File: src/hdl/mpsl_pkg.sv
package mpsl_pkg;
    localparam int RING_DEPTH = 16;
    localparam int MAX_PEERS  = 4;
    localparam int PTR_W      = $clog2(RING_DEPTH);
    localparam int SLOT_W     = $clog2(MAX_PEERS);
    localparam int MEM_AW     = PTR_W + SLOT_W;

    localparam logic [3:0] F_SELECT    = 4'd0;
    localparam logic [3:0] F_BEGIN     = 4'd1;
    localparam logic [3:0] F_BEGIN_TO  = 4'd2;
    localparam logic [3:0] F_DONE      = 4'd3;
    localparam logic [3:0] F_READ      = 4'd4;
    localparam logic [3:0] F_READ_FROM = 4'd5;
    localparam logic [3:0] F_READ_ANY  = 4'd6;
    localparam logic [3:0] F_CANCEL    = 4'd7;
    localparam logic [3:0] F_CLEAR     = 4'd8;

    localparam logic [1:0] MODE_NONE = 2'd0;
    localparam logic [1:0] MODE_HOST = 2'd1;
    localparam logic [1:0] MODE_PEER = 2'd2;
    localparam logic [2:0] NO_SLOT   = 3'd7;

    localparam logic [7:0] CTL_START    = 8'h80;
    localparam logic [7:0] CTL_FAST     = 8'h02;
    localparam logic [7:0] CTL_INTERNAL = 8'h01;

    localparam logic [1:0] ERR_NONE     = 2'd0;
    localparam logic [1:0] ERR_OVERFLOW = 2'd1;
    localparam logic [1:0] ERR_BUSY     = 2'd2;
    localparam logic [1:0] ERR_PROTOCOL = 2'd3;
    localparam logic [1:0] RES_NONE     = 2'd0;
    localparam logic [1:0] RES_BUSY     = 2'd1;
    localparam logic [1:0] RES_PROTOCOL = 2'd2;

    localparam logic [2:0] REG_MASTER = 3'd0;
    localparam logic [2:0] REG_FAST   = 3'd1;
    localparam logic [2:0] REG_MODE   = 3'd2;
    localparam logic [2:0] REG_LOCAL  = 3'd3;
    localparam logic [2:0] REG_COUNT  = 3'd4;

    typedef struct packed {
        logic       start;
        logic       exec;
        logic       capture;
    } t_cmd;

    typedef struct packed {
        logic       out_busy;
    } t_status;

    function automatic logic [PTR_W-1:0] next_idx(input logic [PTR_W-1:0] i);
        logic [PTR_W:0] n;
        n = {1'b0, i} + 1'b1;
        next_idx = (n >= (PTR_W+1)'(RING_DEPTH)) ? '0 : n[PTR_W-1:0];
    endfunction
endpackage

File: src/hdl/mpsl_ctrl.sv
module mpsl_ctrl import mpsl_pkg::*; (
    input  logic        i_clk,
    input  logic        i_rst_n,
    input  logic        i_valid,
    input  t_status     i_status,
    output t_cmd        o_cmd,
    output logic        o_in_ready
);
    localparam logic [1:0] S_IDLE = 2'd0;
    localparam logic [1:0] S_EXEC = 2'd1;
    localparam logic [1:0] S_READ = 2'd2;

    logic [1:0] r_state, n_state;

    always_ff @(posedge i_clk) begin
        if (!i_rst_n) begin
            r_state <= S_IDLE;
        end else begin
            r_state <= n_state;
        end
    end

    always_comb begin
        n_state = r_state;
        o_cmd = '0;
        case (r_state)
            S_IDLE: begin
                if (i_valid && !i_status.out_busy) begin
                    o_cmd.start = 1'b1;
                    n_state = S_EXEC;
                end
            end
            S_EXEC: begin
                o_cmd.exec = 1'b1;
                n_state = S_READ;
            end
            S_READ: begin
                o_cmd.capture = 1'b1;
                n_state = S_IDLE;
            end
            default: n_state = S_IDLE;
        endcase
    end

    assign o_in_ready = (r_state == S_IDLE) && !i_status.out_busy;
endmodule

File: src/hdl/mpsl_datapath.sv
module mpsl_datapath import mpsl_pkg::*; (
    input  logic        i_clk,
    input  logic        i_rst_n,
    input  t_cmd        i_cmd,
    output t_status     o_status,
    input  logic [3:0]  i_func,
    input  logic [2:0]  i_peer,
    input  logic [7:0]  i_data,
    input  logic        i_cfg_we,
    input  logic [2:0]  i_cfg_idx,
    input  logic [2:0]  i_cfg_val,
    output logic [31:0] o_cfg_rd,
    input  logic [2:0]  i_cfg_ridx,
    input  logic        i_out_ready,
    output logic        o_out_valid,
    output logic [35:0] o_out
);
    logic r_master, r_fast;
    logic [1:0] r_mode, r_local;
    logic [2:0] r_count;
    logic [7:0] r_shared [RING_DEPTH];
    logic [7:0] r_prings [MAX_PEERS*RING_DEPTH];
    logic [PTR_W-1:0] r_sh, r_st;
    logic [PTR_W-1:0] r_ph [MAX_PEERS];
    logic [PTR_W-1:0] r_pt [MAX_PEERS];
    logic r_busy, r_ready;
    logic [1:0] r_err;
    logic [2:0] r_chosen, r_rxp, r_txp;
    logic [3:0] r_func;
    logic [2:0] r_peer;
    logic [7:0] r_data;
    logic [7:0] r_sh_rd, r_pr_rd;
    logic r_pop_sh, r_pop_pr;
    logic [2:0] r_pop_slot;
    logic [1:0] r_rc;
    logic r_cw;
    logic [7:0] r_cv;
    logic r_ovalid;
    logic [35:0] r_out;

    logic [1:0] emode;
    logic [1:0] rc;
    logic [1:0] err_set;
    logic       hit;
    logic [2:0] hit_slot;
    logic [2:0] xp;
    logic [SLOT_W-1:0] xs;
    logic       done_go;
    logic       sh_full;
    logic       pr_ok;
    logic       pr_full;
    logic       slot_write;
    logic [1:0] slot_mode, slot_local;
    logic [2:0] slot_count;
    logic [1:0] slot_emode;

    function automatic logic rok(input logic [1:0] m, input logic [2:0] s,
                                 input logic [2:0] c, input logic [1:0] l);
        rok = (m != MODE_NONE) && (s < c) && (s < 3'(MAX_PEERS)) && (s != {1'b0, l});
    endfunction

    function automatic logic [1:0] eff_mode(input logic [1:0] md, input logic [1:0] l,
                                            input logic [2:0] c);
        eff_mode = MODE_NONE;
        if (c >= 3'd2 && c <= 3'(MAX_PEERS)) begin
            if (md == MODE_HOST && l == 2'd0) eff_mode = MODE_HOST;
            if (md == MODE_PEER && l != 2'd0 && {1'b0, l} < c) eff_mode = MODE_PEER;
        end
    endfunction

    always_comb begin
        emode = eff_mode(r_mode, r_local, r_count);
        xp = (emode == MODE_HOST) ? r_chosen : (emode == MODE_PEER) ? 3'd0 : NO_SLOT;
        xs = xp[SLOT_W-1:0];
    end

    always_comb begin
        slot_write = i_cfg_we && (i_cfg_idx == REG_MODE || i_cfg_idx == REG_LOCAL ||
                                  i_cfg_idx == REG_COUNT);
        slot_mode  = (i_cfg_idx == REG_MODE)  ? i_cfg_val[1:0] : r_mode;
        slot_local = (i_cfg_idx == REG_LOCAL) ? i_cfg_val[1:0] : r_local;
        slot_count = (i_cfg_idx == REG_COUNT) ? i_cfg_val : r_count;
        slot_emode = eff_mode(slot_mode, slot_local, slot_count);
    end

    // select check, reused by begin_to
    always_comb begin
        rc = RES_NONE;
        err_set = ERR_NONE;
        if (emode == MODE_NONE) begin
            rc = RES_PROTOCOL; err_set = ERR_PROTOCOL;
        end else if (r_busy) begin
            rc = RES_BUSY; err_set = ERR_BUSY;
        end else if (emode == MODE_HOST) begin
            if (!rok(emode, r_peer, r_count, r_local)) begin
                rc = RES_PROTOCOL; err_set = ERR_PROTOCOL;
            end
        end else if (r_peer != 3'd0) begin
            rc = RES_PROTOCOL; err_set = ERR_PROTOCOL;
        end
    end

    always_comb begin
        hit = 1'b0;
        hit_slot = NO_SLOT;
        if (r_func == F_READ_FROM) begin
            hit = rok(emode, r_peer, r_count, r_local) &&
                  (r_ph[r_peer[SLOT_W-1:0]] != r_pt[r_peer[SLOT_W-1:0]]);
            hit_slot = r_peer;
        end else if (r_func == F_READ_ANY && emode != MODE_NONE) begin
            for (int s = MAX_PEERS-1; s >= 0; s--) begin
                if (rok(emode, 3'(s), r_count, r_local) && r_ph[s] != r_pt[s]) begin
                    hit = 1'b1;
                    hit_slot = 3'(s);
                end
            end
        end
    end

    always_comb begin
        done_go = i_cmd.exec && (r_func == F_DONE) && r_busy;
        sh_full = (next_idx(r_sh) == r_st);
        pr_ok   = rok(emode, xp, r_count, r_local);
        pr_full = (next_idx(r_ph[xs]) == r_pt[xs]);
    end

    always_ff @(posedge i_clk) begin
        if (i_cmd.start) begin
            r_func <= i_func; r_peer <= i_peer; r_data <= i_data;
        end
        if (done_go && !sh_full) r_shared[r_sh] <= r_data;
        if (done_go && pr_ok && !pr_full) r_prings[{xs, r_ph[xs]}] <= r_data;
        r_sh_rd <= r_shared[r_st];
        r_pr_rd <= r_prings[{hit_slot[SLOT_W-1:0], r_pt[hit_slot[SLOT_W-1:0]]}];
    end

    always_ff @(posedge i_clk) begin
        if (!i_rst_n) begin
            r_master <= 1'b0; r_fast <= 1'b0; r_mode <= 2'd0; r_local <= 2'd0;
            r_count <= 3'd0; r_sh <= '0; r_st <= '0; r_busy <= 1'b0; r_ready <= 1'b0;
            r_err <= ERR_NONE; r_chosen <= NO_SLOT; r_rxp <= NO_SLOT; r_txp <= NO_SLOT;
            r_ovalid <= 1'b0; r_pop_sh <= 1'b0; r_pop_pr <= 1'b0;
            for (int s = 0; s < MAX_PEERS; s++) begin
                r_ph[s] <= '0; r_pt[s] <= '0;
            end
        end else begin
            if (o_out_valid && i_out_ready) r_ovalid <= 1'b0;
            if (i_cfg_we) begin
                case (i_cfg_idx)
                    REG_MASTER: r_master <= i_cfg_val[0];
                    REG_FAST:   r_fast <= i_cfg_val[0];
                    REG_MODE:   r_mode <= i_cfg_val[1:0];
                    REG_LOCAL:  r_local <= i_cfg_val[1:0];
                    REG_COUNT:  r_count <= i_cfg_val;
                    default: ;
                endcase
            end
            if (slot_write) begin
                r_rxp <= NO_SLOT; r_txp <= NO_SLOT;
                r_chosen <= (slot_emode == MODE_HOST) ? 3'd1 :
                            (slot_emode == MODE_PEER) ? 3'd0 : NO_SLOT;
            end
            r_pop_sh <= i_cmd.exec && (r_func == F_READ) && (r_sh != r_st);
            r_pop_pr <= i_cmd.exec && hit;
            if (i_cmd.capture) begin
                if (r_pop_sh) begin
                    r_out[2] <= 1'b1; r_out[10:3] <= r_sh_rd; r_out[13:11] <= NO_SLOT;
                end else if (r_pop_pr) begin
                    r_out[2] <= 1'b1; r_out[10:3] <= r_pr_rd; r_out[13:11] <= r_pop_slot;
                end else begin
                    r_out[2] <= 1'b0; r_out[10:3] <= 8'd0; r_out[13:11] <= NO_SLOT;
                end
                r_out[1:0] <= r_rc; r_out[14] <= r_cw; r_out[22:15] <= r_cv;
                r_out[23] <= r_busy; r_out[24] <= r_ready; r_out[26:25] <= r_err;
                r_out[29:27] <= r_chosen; r_out[32:30] <= r_rxp; r_out[35:33] <= r_txp;
                r_ovalid <= 1'b1;
            end
            if (i_cmd.start) begin
                r_rc <= RES_NONE; r_cw <= 1'b0; r_cv <= 8'd0;
            end
            if (i_cmd.exec) begin
                case (r_func)
                    F_SELECT: begin
                        r_rc <= rc;
                        if (err_set != ERR_NONE) r_err <= err_set;
                        else r_chosen <= (emode == MODE_HOST) ? r_peer : 3'd0;
                    end
                    F_BEGIN, F_BEGIN_TO: begin
                        if (r_func == F_BEGIN_TO && rc != RES_NONE) begin
                            r_rc <= rc; r_err <= err_set;
                        end else if (r_busy) begin
                            r_rc <= RES_BUSY; r_err <= ERR_BUSY;
                        end else begin
                            if (r_func == F_BEGIN_TO)
                                r_chosen <= (emode == MODE_HOST) ? r_peer : 3'd0;
                            r_txp <= (r_func == F_BEGIN_TO) ?
                                     ((emode == MODE_HOST) ? r_peer : 3'd0) : xp;
                            r_busy <= 1'b1; r_cw <= 1'b1;
                            r_cv <= CTL_START | (r_master ? CTL_INTERNAL : 8'd0) |
                                    ((r_master && r_fast) ? CTL_FAST : 8'd0);
                        end
                    end
                    F_DONE: begin
                        if (r_busy) begin
                            r_busy <= 1'b0; r_rxp <= xp;
                            if (sh_full || (pr_ok && pr_full)) r_err <= ERR_OVERFLOW;
                            if (!sh_full) begin
                                r_sh <= next_idx(r_sh); r_ready <= 1'b1;
                            end
                            if (pr_ok && !pr_full) r_ph[xs] <= next_idx(r_ph[xs]);
                        end
                    end
                    F_READ: begin
                        if (r_sh == r_st) r_ready <= 1'b0;
                        else begin
                            r_st <= next_idx(r_st);
                            r_ready <= (r_sh != next_idx(r_st));
                        end
                    end
                    F_READ_FROM, F_READ_ANY: begin
                        if (hit) begin
                            r_pop_slot <= hit_slot;
                            r_pt[hit_slot[SLOT_W-1:0]] <= next_idx(r_pt[hit_slot[SLOT_W-1:0]]);
                        end
                    end
                    F_CANCEL: begin
                        r_busy <= 1'b0; r_cw <= 1'b1; r_cv <= 8'd0;
                    end
                    F_CLEAR: r_err <= ERR_NONE;
                    default: ;
                endcase
            end
        end
    end

    always_comb begin
        case (i_cfg_ridx)
            REG_MASTER: o_cfg_rd = {31'd0, r_master};
            REG_FAST:   o_cfg_rd = {31'd0, r_fast};
            REG_MODE:   o_cfg_rd = {30'd0, r_mode};
            REG_LOCAL:  o_cfg_rd = {30'd0, r_local};
            REG_COUNT:  o_cfg_rd = {29'd0, r_count};
            default:    o_cfg_rd = 32'd0;
        endcase
    end

    assign o_status.out_busy = r_ovalid;
    assign o_out_valid = r_ovalid;
    assign o_out = r_out;
endmodule

File: src/hdl/multi_peer_serial_link_queue_core.sv
// channel | dir | fields (tdata low to high)
// s_axis  | in  | func[3:0], peer[6:4], data_byte[14:7]
// m_axis  | out | result_code, byte_valid, byte_value, byte_peer, control_write,
//         |     | control_value, busy_res, rx_ready, last_error, selected_peer,
//         |     | last_rx_peer, last_tx_peer
// apb     | in  | registers at 4*i
// A result becomes valid once its transaction has passed the execute and ring-read states;
// the ring read port is registered, so the popped byte is registered before output.
// The next input is taken the cycle after the result is taken, so transactions never overlap.
// Reset is synchronous, active low; rings are not cleared.
// A stalled output holds and blocks the input until it is taken.
module multi_peer_serial_link_queue_core import mpsl_pkg::*; (
    input  logic        i_clk,
    input  logic        i_rst_n,
    input  logic        s_axis_tvalid,
    output logic        s_axis_tready,
    input  logic [15:0] s_axis_tdata,  // func, peer, data_byte
    output logic        m_axis_tvalid,
    input  logic        m_axis_tready,
    output logic [39:0] m_axis_tdata,  // result fields, lowest first
    input  logic        psel,
    input  logic        penable,
    input  logic        pwrite,
    input  logic [4:0]  paddr,
    input  logic [31:0] pwdata,
    output logic [31:0] prdata,
    output logic        pready
);
    t_cmd    cmd;
    t_status st;
    logic [35:0] out_w;

    assign pready = 1'b1;

    mpsl_ctrl u_ctrl (
        .i_clk(i_clk), .i_rst_n(i_rst_n), .i_valid(s_axis_tvalid),
        .i_status(st), .o_cmd(cmd), .o_in_ready(s_axis_tready)
    );

    mpsl_datapath u_dp (
        .i_clk(i_clk), .i_rst_n(i_rst_n),
        .i_cmd(cmd), .o_status(st),
        .i_func(s_axis_tdata[3:0]), .i_peer(s_axis_tdata[6:4]),
        .i_data(s_axis_tdata[14:7]),
        .i_cfg_we(psel && penable && pwrite && pready), .i_cfg_idx(paddr[4:2]),
        .i_cfg_val(pwdata[2:0]), .o_cfg_rd(prdata), .i_cfg_ridx(paddr[4:2]),
        .i_out_ready(m_axis_tready), .o_out_valid(m_axis_tvalid),
        .o_out(out_w)
    );

    assign m_axis_tdata = {4'd0, out_w};
endmodule

File: config.mk
export PLATFORM = sky130hd
export DESIGN_NAME = multi_peer_serial_link_queue_core
export DESIGN_NICKNAME = d
export VERILOG_FILES = /design/src/hdl/mpsl_pkg.sv /design/src/hdl/mpsl_ctrl.sv /design/src/hdl/mpsl_datapath.sv /design/src/hdl/multi_peer_serial_link_queue_core.sv
export SDC_FILE = /design/constraint.sdc
export NUM_CORES = 1
export LEC_CHECK = 0
export BUFFER_PORTS_ARGS = -buffer_cell sky130_fd_sc_hd__buf_4
export CAP_MARGIN = 10
export CORE_MARGIN = 1.5
export CORE_UTILIZATION = 35
export CTS_CLUSTER_SIZE = 14
export DETAILED_ROUTE_END_ITERATION = 16
export GPL_TIMING_DRIVEN = 1
export SYNTH_ARGS = -nofsm -noshare
export SYNTH_HDL_FRONTEND = slang
export SYNTH_SLANG_ARGS = --single-unit
export TNS_END_PERCENT = 1
File: constraint.sdc
create_clock -name i_clk -period 8.15 [get_ports i_clk]
set_input_delay 0 -clock i_clk [delete_from_list [all_inputs] [get_ports i_clk]]
set_output_delay 0 -clock i_clk [all_outputs]
set_load 0.01 [all_outputs]
[Word-level counts from Yosys, hierarchy flattened]
Memories as Yosys holds them, arrays and structs flattened. A register that Yosys moved wholly into a read port is not among the register bits.
Index checks and enable logic that the tools add are counted.
Word-level totals
  flip-flop bits (word level): 100
  RAM bits: 672
  input port bits: 60
  output and inout bits: 75
  word-level logic and storage cells: 305
  memories: 4
Cells by class
  add/sub/neg operators: 4
  magnitude comparators: 18
  equal/unequal tests: 44
  multiplexer cells: 121
  bitwise logic cells: 4
  reduce and logical (&&, ||, !) cells: 83
Memories
  u_dp.r_prings: depth 64, bits a word 8, read ports 1, clocked after Yosys merged registers in 1, wr ports 1, line mpsl_datapath.sv:22  | logic [7:0] r_prings [MAX_PEERS*RING_DEPTH];
  u_dp.r_shared: depth 16, bits a word 8, read ports 1, clocked after Yosys merged registers in 1, wr ports 1, line mpsl_datapath.sv:21  | logic [7:0] r_shared [RING_DEPTH];
  u_dp.r_ph: depth 4, bits a word 4, read ports 6, clocked after Yosys merged registers in 1, wr ports 4, line mpsl_datapath.sv:24  | logic [PTR_W-1:0] r_ph [MAX_PEERS];
  u_dp.r_pt: depth 4, bits a word 4, read ports 7, clocked after Yosys merged registers in 1, wr ports 4, line mpsl_datapath.sv:25  | logic [PTR_W-1:0] r_pt [MAX_PEERS];
Operators with widths (number)
  3-bit 2-to-1 mux: 28
  2-bit 2-to-1 mux: 31
  1-bit logical AND: 46
  1-bit 2-to-1 mux: 41
  8-bit 2-to-1 mux: 4
  4-bit != test: 7
  4-bit 2-to-1 mux: 6
  4-bit by 1-bit adder with 5-bit output, second input constant: 4
  5-bit >= comparator, second input constant: 4
  9-bit 2-to-1 mux: 2
  4-bit by 3-bit equality test with 1-bit output, second input constant: 4
  8-bit one-hot mux with 2 select lines: 1
  2-bit nonzero test: 8
  3-bit one-hot mux with 5 select lines: 1
  4-bit equality test: 3
  4-bit AND reduction: 3
  2-bit by 1-bit equality test with 1-bit output, second input constant: 5
  2-bit equality test, second input constant: 5
  4-bit by 2-bit equality test with 1-bit output, second input constant: 2
  2-bit logical NOT: 4
  8-bit OR: 1
  2-bit one-hot mux with 2 select lines: 2
  2-bit one-hot mux with 4 select lines: 1
  2-bit OR reduction: 4
  31 further kinds: 57

[Longest topological paths before layout]
An unclocked memory read counts as a cell.
  depth in word-level cells: 23
  depth in mapped cells: 19
  gate-level depth less buffers: 15

[Cells and area by module]
From an unflattened synthesis, not the netlist that was laid out.
Second synthesis, totals
  cell total of the unflattened synthesis: 2414
  area, all modules: 33015.4 sq um
Modules (own cells, without submodules)
  mpsl_datapath: instances 1, cells an instance 2397, area each 32869.0 sq um, sequential area each 23152.2 sq um
  mpsl_ctrl: instances 1, cells an instance 9, area each 95.1 sq um, sequential area each 40.0 sq um
  multi_peer_serial_link_queue_core: instances 1, cells an instance 8, area each 51.3 sq um, sequential area each 0.0 sq um

[Least setup slack after synthesis]
OpenSTA, ideal clock, no wires.
  path kind: reg-to-reg
  start point: register u_dp.r_count[1]
  end point: memory u_dp.r_prings[3][0], enable pin
  library setup time: 0.395 ns
  arrival: 4.240 ns
  data required time: 7.755 ns
  slack: 3.515 ns
  cell stages (with the launch flop): 17
  path buffers: 2
  period minus slack after synthesis: 4.635 ns
  cells stage by stage: dfxtp_1 -> inv_1 -> ha_1 -> a21oi_1 -> o21ai_0 -> a21oi_1 -> o221ai_2 -> inv_1 -> clkbuf_1 -> ha_1 -> xnor2_1 -> xor2_1 -> a211oi_1 -> a211oi_1 -> buf_2 -> nand3_1 -> nor4_1
On the way
  cells in the longest elaborated chain, start to end: 16
  elaborated cells on any way between the ends: 29
  classes of those cells: add/sub (1); order compare (6); eq/ne (4); mux (7); reduce/logical (9); memory (2)
RTL lines
  from (decl): line mpsl_datapath.sv:20  | logic [2:0] r_count;
  from (signal assigned): line mpsl_datapath.sv:154  | REG_COUNT: r_count <= i_cfg_val;
  2-bit by 3-bit less-than comparator with 1-bit output: line mpsl_datapath.sv:67  | if (md == MODE_PEER && l != 2'd0 && {1'b0, l} < c) eff_mode = MODE_PEER;
  1-bit logical AND: line mpsl_datapath.sv:67
  2-bit 2-to-1 mux: line mpsl_datapath.sv:67
  2-bit 2-to-1 mux: line mpsl_datapath.sv:65  | if (c >= 3'd2 && c <= 3'(MAX_PEERS)) begin
  2-bit equality test: line mpsl_datapath.sv:73  | xp = (emode == MODE_HOST) ? r_chosen : (emode == MODE_PEER) ? 3'd0 : NO_SLOT;
  3-bit 2-to-1 mux (2 in a row): line mpsl_datapath.sv:73
  memory 4 x 4 bit
  4-bit by 1-bit adder with 5-bit output: line mpsl_pkg.sv:53  | n = {1'b0, i} + 1'b1;
  5-bit >= comparator: line mpsl_pkg.sv:54  | next_idx = (n >= (PTR_W+1)'(RING_DEPTH)) ? '0 : n[PTR_W-1:0];
  4-bit 2-to-1 mux: line mpsl_pkg.sv:54
  4-bit equality test: line mpsl_datapath.sv:124  | pr_full = (next_idx(r_ph[xs]) == r_pt[xs]);
  1-bit logical NOT: line mpsl_datapath.sv:132  | if (done_go && pr_ok && !pr_full) r_prings[{xs, r_ph[xs]}] <= r_data;
  1-bit logical AND: line mpsl_datapath.sv:132
  1-bit 2-to-1 mux: line mpsl_datapath.sv:132
  1-bit 2-to-1 mux (implied by the code): line mpsl_datapath.sv:132
  to (decl): line mpsl_datapath.sv:22
Several ways; a longest one is shown, not always the timed one.

[Worst setup path in the final report]
  start point: register u_dp.r_count[1]
  end point: memory u_dp.r_prings[7][3], enable pin
The elaborated chain is that of the path after synthesis.

==> metrics <==
# diodes=0; largest area contributor in the netlist=edfxtp_1; Final min period=6.65 ns; Setup TNS Final=0 ns; final std cells w/o fill=~3700; Metal-1 WL=34000 um; commonest non-fill, non-tap cells in the layout=737 x edfxtp_1, 354 x nand2_1, 150 x nor2_1; Min-Delay Path Depth=4; filler instances=around 8500; DP HPWL=50500 um; Synth Register Bits=790; post-CTS sizing=0; first-pass GRT wire length=121000 um; gp weighted congestion=0.879; FF-to-FF setup slack=between 1.5 and 2 ns; yosys warns=0; effective utilization at floorplan=35.2%; hold crit path type=in2reg; PD cells=226 mW/mm^2; Die Y-Extent=roughly 310 um; I/O pin cnt=135; Least-Margin Pin Slew=1.24 ns; async set-reset flop share out of synthesis=0%; largest net degree at the start of global routing=160; wirelength, routed=81800 um; Critical Path RT=~8.4 ns; Yosys top cell area share=around two thirds; Setup crit start=u_dp.r_count[1]; All-Layer GR Usage=16.9%; Syn Area/Cell=14.2 um^2; CTS Sinks=790; met2 wire len=39700 um; critical path class=reg2reg; Post-synth EDFFs=737; FMAX=between 0.15 and 0.2 GHz; Clock Tree Root=clkbuf_16; FF-to-FF End=u_dp.r_prings[7][3]; layout cells sized above 1=13.0%; worst rel slew slack=approximately 17%; vias in the first global route=19475; RSZ-0062 raised after global routing=no; Starting DRT DRC Count=1963; GR Overflow Total=0; TritonCTS Buffers=80; initial antenna violation count=0; drt first pass iters=5; drt drc=0; clock-pin slew on the worst setup and hold paths=0.06 ns; Nets=2463; via count of the routed design=19769; multi-input combinational cell area=0.00869 mm^2; Worst Setup End Kind=flip-flop; final hold violations=0; critical path arrival=6.89 ns; Reg2Reg Depth=15; Seq/Total Area, Yosys=about 71%; Longest Clk Path Bufs=3; post-route ant nets=0; overall power=8.39 mW; PortBufs=just under 70; crit start category=flip-flop; WL/cell=roughly 22 um; chip width=just over 300 um; Highest Signal Layer=met4; Layout area overhead=13.5%; peak supply drop=0.139 mV; Synth area leaders=edfxtp_1 68%, nand2_1 4.1%, dfxtp_1 3.2%; clk_lat worst skew=0.64 ns; Die ar.=around 0.095 mm^2; count of different cell masters after synthesis=around 80; P_leak=~12 nW; vias per cell=~5.3; final setup vio count=0; Cells after Synth=2305; Final Max Tran Viols=0; fin crit share=81.6%; CTS tree=built; Core Rows=112; commonest non-fill, non-tap cell in the layout=edfxtp_1; status=complete, no violations; H-tree depth=3; CORE AREA=between 0.09 and 0.1 mm^2; number of cells after detailed placement=3526; max cap viols=0; capture point of the worst path=u_dp.r_prings[7][3]; DR WL met3=about 5700 um; R2R Path Start=u_dp.r_count[1]; clock skew=about 0.027 ns; synthesized area=0.0328 mm^2; CP Max Fanout=20; Reg area=0.0232 mm^2; Primary FF master, synth=edfxtp_1
## how the worst min path moves through the flow
stage	start	end	slack [ns]
after global placement	s_axis_tdata[7]	u_dp.r_data[0]	0.18
after detailed placement	s_axis_tdata[9]	u_dp.r_data[2]	0.18
after floorplan	s_axis_tdata[7]	u_dp.r_data[0]	0.1
after CTS	pwrite	u_dp.r_local[1]	0.005
after global routing	s_axis_tdata[7]	u_dp.r_data[0]	0.07
final	pwrite	u_dp.r_mode[0]	0.05
## routing by layer
layer / global-route usage, % / vias to the layer above
li1: - / 8862
met1: 22.8 / 10011
met2: 28.1 / 760
met3: 2.40 / 136
met4: 5.77 / 0
met5: 0 / -
## cells in the mapped netlist, drive strengths merged, types with 6 or more instances
| master | number |
|---|---|
| mux2i | 64 |
| dfxtp | 53 |
| and3 | 33 |
| clkbuf | 66 |
| a311oi | 19 |
| a21o | 14 |
| nand3b | 8 |
| and2 | 23 |
| a211oi | 16 |
| nand4 | 26 |
| nand2b | 10 |
| a22oi | 15 |
| nor3b | 6 |
| nor3 | 25 |
| ha | 14 |
| mux4 | 41 |
| mux2 | 41 |
| nor4 | 19 |
| edfxtp | 737 |
| nor2b | 9 |
| a31oi | 35 |
| xnor2 | 21 |
| a32oi | 16 |
| xor2 | 19 |
| o21ai | 41 |
| nand3 | 72 |
| buf | 93 |
| a22o | 26 |
| o32ai | 7 |
| nor2 | 150 |
| a21oi | 84 |
| o2bb2ai | 7 |
| o221ai | 8 |
| or3 | 13 |
| nand2 | 355 |
| inv | 36 |
| o22ai | 20 |
## critical path: stages (launching register included)
cell      delay, ns
dfxtp_1        0.49
inv_1          0.17
ha_1           0.32
a21oi_1        0.17
o21ai_0        0.17
a21o_1         0.47
o221ai_2       0.60
inv_1          0.36
ha_1           0.35
xnor2_1        0.42
xor2_1         0.19
a211oi_1       0.07
a211oi_1       0.24
buf_4          0.22
nand3_1        0.85
nor4_2         1.16
## where the power goes
group | internal, mW | total, mW | switching, mW
combinational | 0.103 | 0.373 | 0.269
sequential | 4.47 | 4.51 | 0.0332
clock | 1.96 | 3.52 | 1.55
## per-stage QoR
| step | setup WS (ns) | util (%) | instance area, um^2 | hold slack, ns |
|---|---|---|---|---|
| floorplan | 3.51 | - | 32900 | 0.0989 |
| global placement | 1.50 | 36.9 | 34300 | 0.180 |
| detailed placement | 1.53 | 36.9 | 34300 | 0.180 |
| CTS | 1.49 | 40.0 | 37200 | 0.00491 |
| global route | 1.04 | 40.0 | 37200 | 0.0728 |
| finish | 1.50 | 40.0 | 37200 | 0.0483 |
## sequential cells by signal, indices dropped and copies added, names as in the netlist, 4 cells and up, named ones only
register / count
u_dp.o_out: 36
u_dp.r_cv: 8
u_dp.r_data: 8
u_dp.r_func: 4
u_dp.r_ph: 16
u_dp.r_pr_rd: 8
u_dp.r_prings: 512
u_dp.r_pt: 16
u_dp.r_sh: 4
u_dp.r_sh_rd: 8
u_dp.r_shared: 128
u_dp.r_st: 4
## cells by family (layout without fill, tap and decap cells)
logic type | Yosys count | after routing | share of synthesized area, %
buf+inv | 196 | 314 | 3.12
xor+xnor | 40 | 40 | 1.07
simple gates | 766 | 766 | 10.7
flops | 790 | 790 | 70.8
other cells | 2 | 34 | 0.0229
compound gates | 351 | 351 | 7.58
fa+ha+maj | 14 | 14 | 0.535
mux | 146 | 146 | 6.18
## area by class of cell
class | instances | area share, %
inverters | 37 | 0.394
well taps | 1254 | 4.22
repair buffers | 129 | 2.87
multi-input cells | 1351 | 23.4
clock inverters | 52 | 1.13
flip-flops and latches | 790 | 62.3
clock buffers | 96 | 5.68
## repair_timing
item / in CTS / in global routing
endpoints found under the hold margin: 53 / 0
setup buffers: 0 / 0
hold buffers: 35 / 0
Note: power is estimated with default switching activity, not from simulation.
